==> config.mk <==
export PLATFORM = sky130hd
export DESIGN_NAME = fts_ram
export DESIGN_NICKNAME = d
export VERILOG_FILES = /design/src/sv/fts_ram.sv
export SDC_FILE = /design/constraint.sdc
export NUM_CORES = 1
export LEC_CHECK = 0
export BUFFER_PORTS_ARGS = -buffer_cell sky130_fd_sc_hd__buf_2
export CAP_MARGIN = 5
export CORE_MARGIN = 10
export CORE_UTILIZATION = 55
export CTS_BUF_LIST = sky130_fd_sc_hd__clkbuf_8 sky130_fd_sc_hd__clkbuf_16
export DETAILED_ROUTE_END_ITERATION = 8
export HOLD_SLACK_MARGIN = 0.12
export PLACE_DENSITY_LB_ADDON = 0.1
export SLEW_MARGIN = 10
export SYNTH_ARGS = -nofsm -noshare
export SYNTH_HDL_FRONTEND = slang
export SYNTH_SLANG_ARGS = --single-unit
==> constraint.sdc <==
create_clock -name aclk -period 4 [get_ports aclk]
set_clock_uncertainty 0.15 [all_clocks]
set_input_delay 0.6 -clock aclk [delete_from_list [all_inputs] [get_ports aclk]]
set_output_delay 0.6 -clock aclk [all_outputs]
set_load 0.02 [all_outputs]
==> src/sv/fts_ram.sv <==
// Generic simple dual-port RAM: one write port, one registered read port.
// No dependencies.
module fts_ram #(
    parameter int WIDTH = 8,
    parameter int DEPTH = 16
) (
    input  logic                     aclk,
    input  logic                     we,
    input  logic [$clog2(DEPTH)-1:0] waddr,
    input  logic [WIDTH-1:0]         wdata,
    input  logic [$clog2(DEPTH)-1:0] raddr,
    output logic [WIDTH-1:0]         rdata
);
    logic [WIDTH-1:0] mem [DEPTH];

    always_ff @(posedge aclk) begin
        if (we) begin
            mem[waddr] <= wdata;
        end
        rdata <= mem[raddr];
    end
endmodule

==> run_results.csv <==
group,metric,value,unit
yosys,yosysTopAreaCellShare,0.7467,
cts,htree_levels,4,
sta,worst_pin_slew,0.9378,ns
yosys,synth_cells,229,
worst_setup_path,path_max_fanout,12,
die,die_area,13630,sq um
pwr,switching_power,667.0,uW
sta,grt_setup_unrepaired,"false",
yosys,avgSynthCellArea,22.48,sq um
run_status,outcome,"complete, no violations",
sta,fin_crit,1.977,ns
grt,grt_pass1_vias,2482,
routing,antenna_left,0,
final_layout,final_area,5958,sq um
routing,route.detailed.drc,0,
yosys,synth.cell_area,5147,sq um
die,die_h,116.7,um
sta,finalHoldViolCount,0,
worst_setup_path,end_kind,"flop",
cts,clk_pin_slew,0.06,ns
die,row_count,35,
final_layout,n_fill_cell,632,
yosys,ys_ff_latch,136,
final_layout,final_common_cell,"edfxtp_1",
die,top_level_ports,26,
grt,antenna_found_initial,0,
worst_setup_path,start_kind,"primary input",
yosys,yosys_warnings,0,
grt,met3_usage,0.05444,
die,core-area,9196,sq um
worst_setup_path,cp_data_arrival_time,2.22,ns
grt,grt_pass1_wl,14650,um
yosys,ys_top_cells_by_area,"edfxtp_1 (75%), mux4_2 (7.9%), mux4_1 (7.1%)",
grt,gr-usage-all-layers,0.1535,
routing,drt_iter0_drc,169,
sta,fmax,505.7,MHz
placed_design,portBuffers,25,
sta,relSlewSlack,0.3714,
routing,wl,9411,um
placed_design,gp_congestion,0.7199,
pwr,sequentialPowerShare,0.490,
yosys,syn_nets,247,
final_layout,drive_gt1_frac,0.2857,
hold_path,worstHoldStart,"wdata[0]",
yosys,ys_seq_area_frac,0.7778,
routing,num_vias,2333,
pwr,p_leak,2.000,nW
final_layout,final_nets,285,
routing,via_per_inst,5.967,
worst_setup_path,slowest_delay,0.60,ns
cts,cts_buffers,17,
grt,grt-ovfl-total,0,
sta,post-route-period-util,0.4943,
cts,cts_tree,"yes",
grt,use_met1,0.2173,
cts,cts_root_buffer,"clkbuf_8",
final_layout,areaGrowthSynthToFinish,15.75,%
pwr,swShare,0.2041,
hold_path,hold_path.class,"primary input to flop",
worst_setup_path,path_cells,"buf_2, buf_4, mux4_1, a22oi_1, nand2_1",
die,die_w,116.7,um
sta,tns,0,ns
grt,grt_use_met2,0.2156,
routing,wl_per_cell,24.07,um
routing,drt-pass1-iter-count,5,
yosys,synthDistinctLibCells,19,
worst_setup_path,cp_num_buf_inv,2,
grt,busiest_layer,"met1",
cts,post_cts_buffers,0,
cts,cts_sinks,136,
pwr,p_int,2.601,mW
placed_design,hpwl,5976,um
pwr,vdd_drop_max,0.2948,mV
final_layout,diodes,0,
cts,clockBufferDepth,2,
worst_setup_path,r2r-start,"mem[0][1]",
worst_setup_path,crit_start,"raddr[0]",
worst_setup_path,crit_type,"primary input to flop",
final_layout,multi_input_area,1067,sq um
die,initial_core_util,0.5597,
pwr,power.share.combinational,0.046,
worst_setup_path,path_delay_family,"buffers and inverters",
worst_setup_path,required,4.24,ns
cts,holdBufCountCts,0,
pwr,p_per_area,548.6,nW/um^2
worst_setup_path,crit_slowest_cell,"mux4_1",
cts,cts_resized,0,
final_layout,seqCellArea,4004,sq um
sta,setup_viol,0,
cts,worstSkewPairLatency,0.51,ns
final_layout,final_cell_mix,"edfxtp_1 (128), buf_2 (25), mux4_2 (18)",
flow_run,maxCapViolCount,0,
yosys,synth_top_area_cell,"edfxtp_1",
placed_design,dpl_cell_area,5365,sq um
pwr,clock_power_share,0.464,
grt,grt_max_degree,33,
sta,slew_viol_final,0,
==> path summary, 6_finish.rpt <==
path	to	slack, ns	depth (start not counted)
worst max register to register	rdata[1]	2.49	3
worst min-delay path	mem[7][0]	0.31	1
worst min register to register	rdata[0]	0.53	3
worst max-delay path	rdata[1]	2.02	5
==> kinds of logic (layout without fill, tap and decap cells) <==
| kind of cell | count (synthesis) | after routing | share of synthesized area |
|---|---|---|---|
| AND/OR/NAND/NOR | 35 | 35 | 0.03184 |
| buffers and inverters | 10 | 61 | 0.01677 |
| AO/OA/AOI/OAI | 16 | 16 | 0.02334 |
| flip-flops | 136 | 136 | 0.7778 |
| multiplexers | 32 | 32 | 0.1502 |
==> sequential cells by signal, indices dropped and copies added, names as in the netlist <==
| name | flops |
|---|---|
| rdata | 8 |
| mem | 128 |
==> through the flow <==
stage | instances | worst slack [ns] | power [mW] | util | hold WS (ns)
after floorplan | 229 | 1.757 | 1.722 | - | 0.4793
after global placement | 359 | 1.480 | 1.782 | 0.5834 | 0.5056
after detailed placement | 359 | 1.451 | 1.784 | 0.5834 | 0.5098
after CTS | 391 | 1.997 | 3.303 | 0.6479 | 0.2897
after global routing | 391 | 1.928 | 3.385 | 0.6479 | 0.2972
final | 391 | 2.023 | 3.268 | 0.6479 | 0.3132
==> final cells by class <==
cell class	instances	area share
tap	111	0.02331
clock buffer	17	0.06951
multi-input combinational	83	0.1791
sequential	136	0.6720
clock inverter	15	0.03003
timing repair buffer	29	0.02604
==> cell usage after synthesis, drive strengths merged <==
master and count:
nand3b 2, edfxtp 128, and2b 1, or3b 1
nor2b 1, dfxtp 8, nand3 1, clkdlybuf4s25 3
and2 1, nand2 9, buf 7, nand2b 2
nor3 4, a22oi 16, mux4 32, nor2 13
==> per-layer routing <==
metal  up-vias  part of all wire
li1       1057                 -
met1      1184              0.43
met2        83              0.47
met3         9             0.082
met4         0             0.010
met5         -                 0
==> worst reg2reg max path, cell delays in order, from the launching register on <==
cell and delay (ns):
edfxtp_1 0.37, mux4_1 0.52, a22oi_1 0.28, nand2_1 0.09
==> power groups by stage <==
stage          sequential (mW)  combinational, mW  clock, mW
6_report                  1.60              0.149       1.52
5_1_grt                   1.60              0.164       1.62
4_1_cts                   1.60              0.153       1.55
3_5_place_dp              1.63              0.152          0
3_3_place_gp              1.63              0.151          0
2_1_floorplan             1.64             0.0809          0
Power figures use the tool's default switching activity.
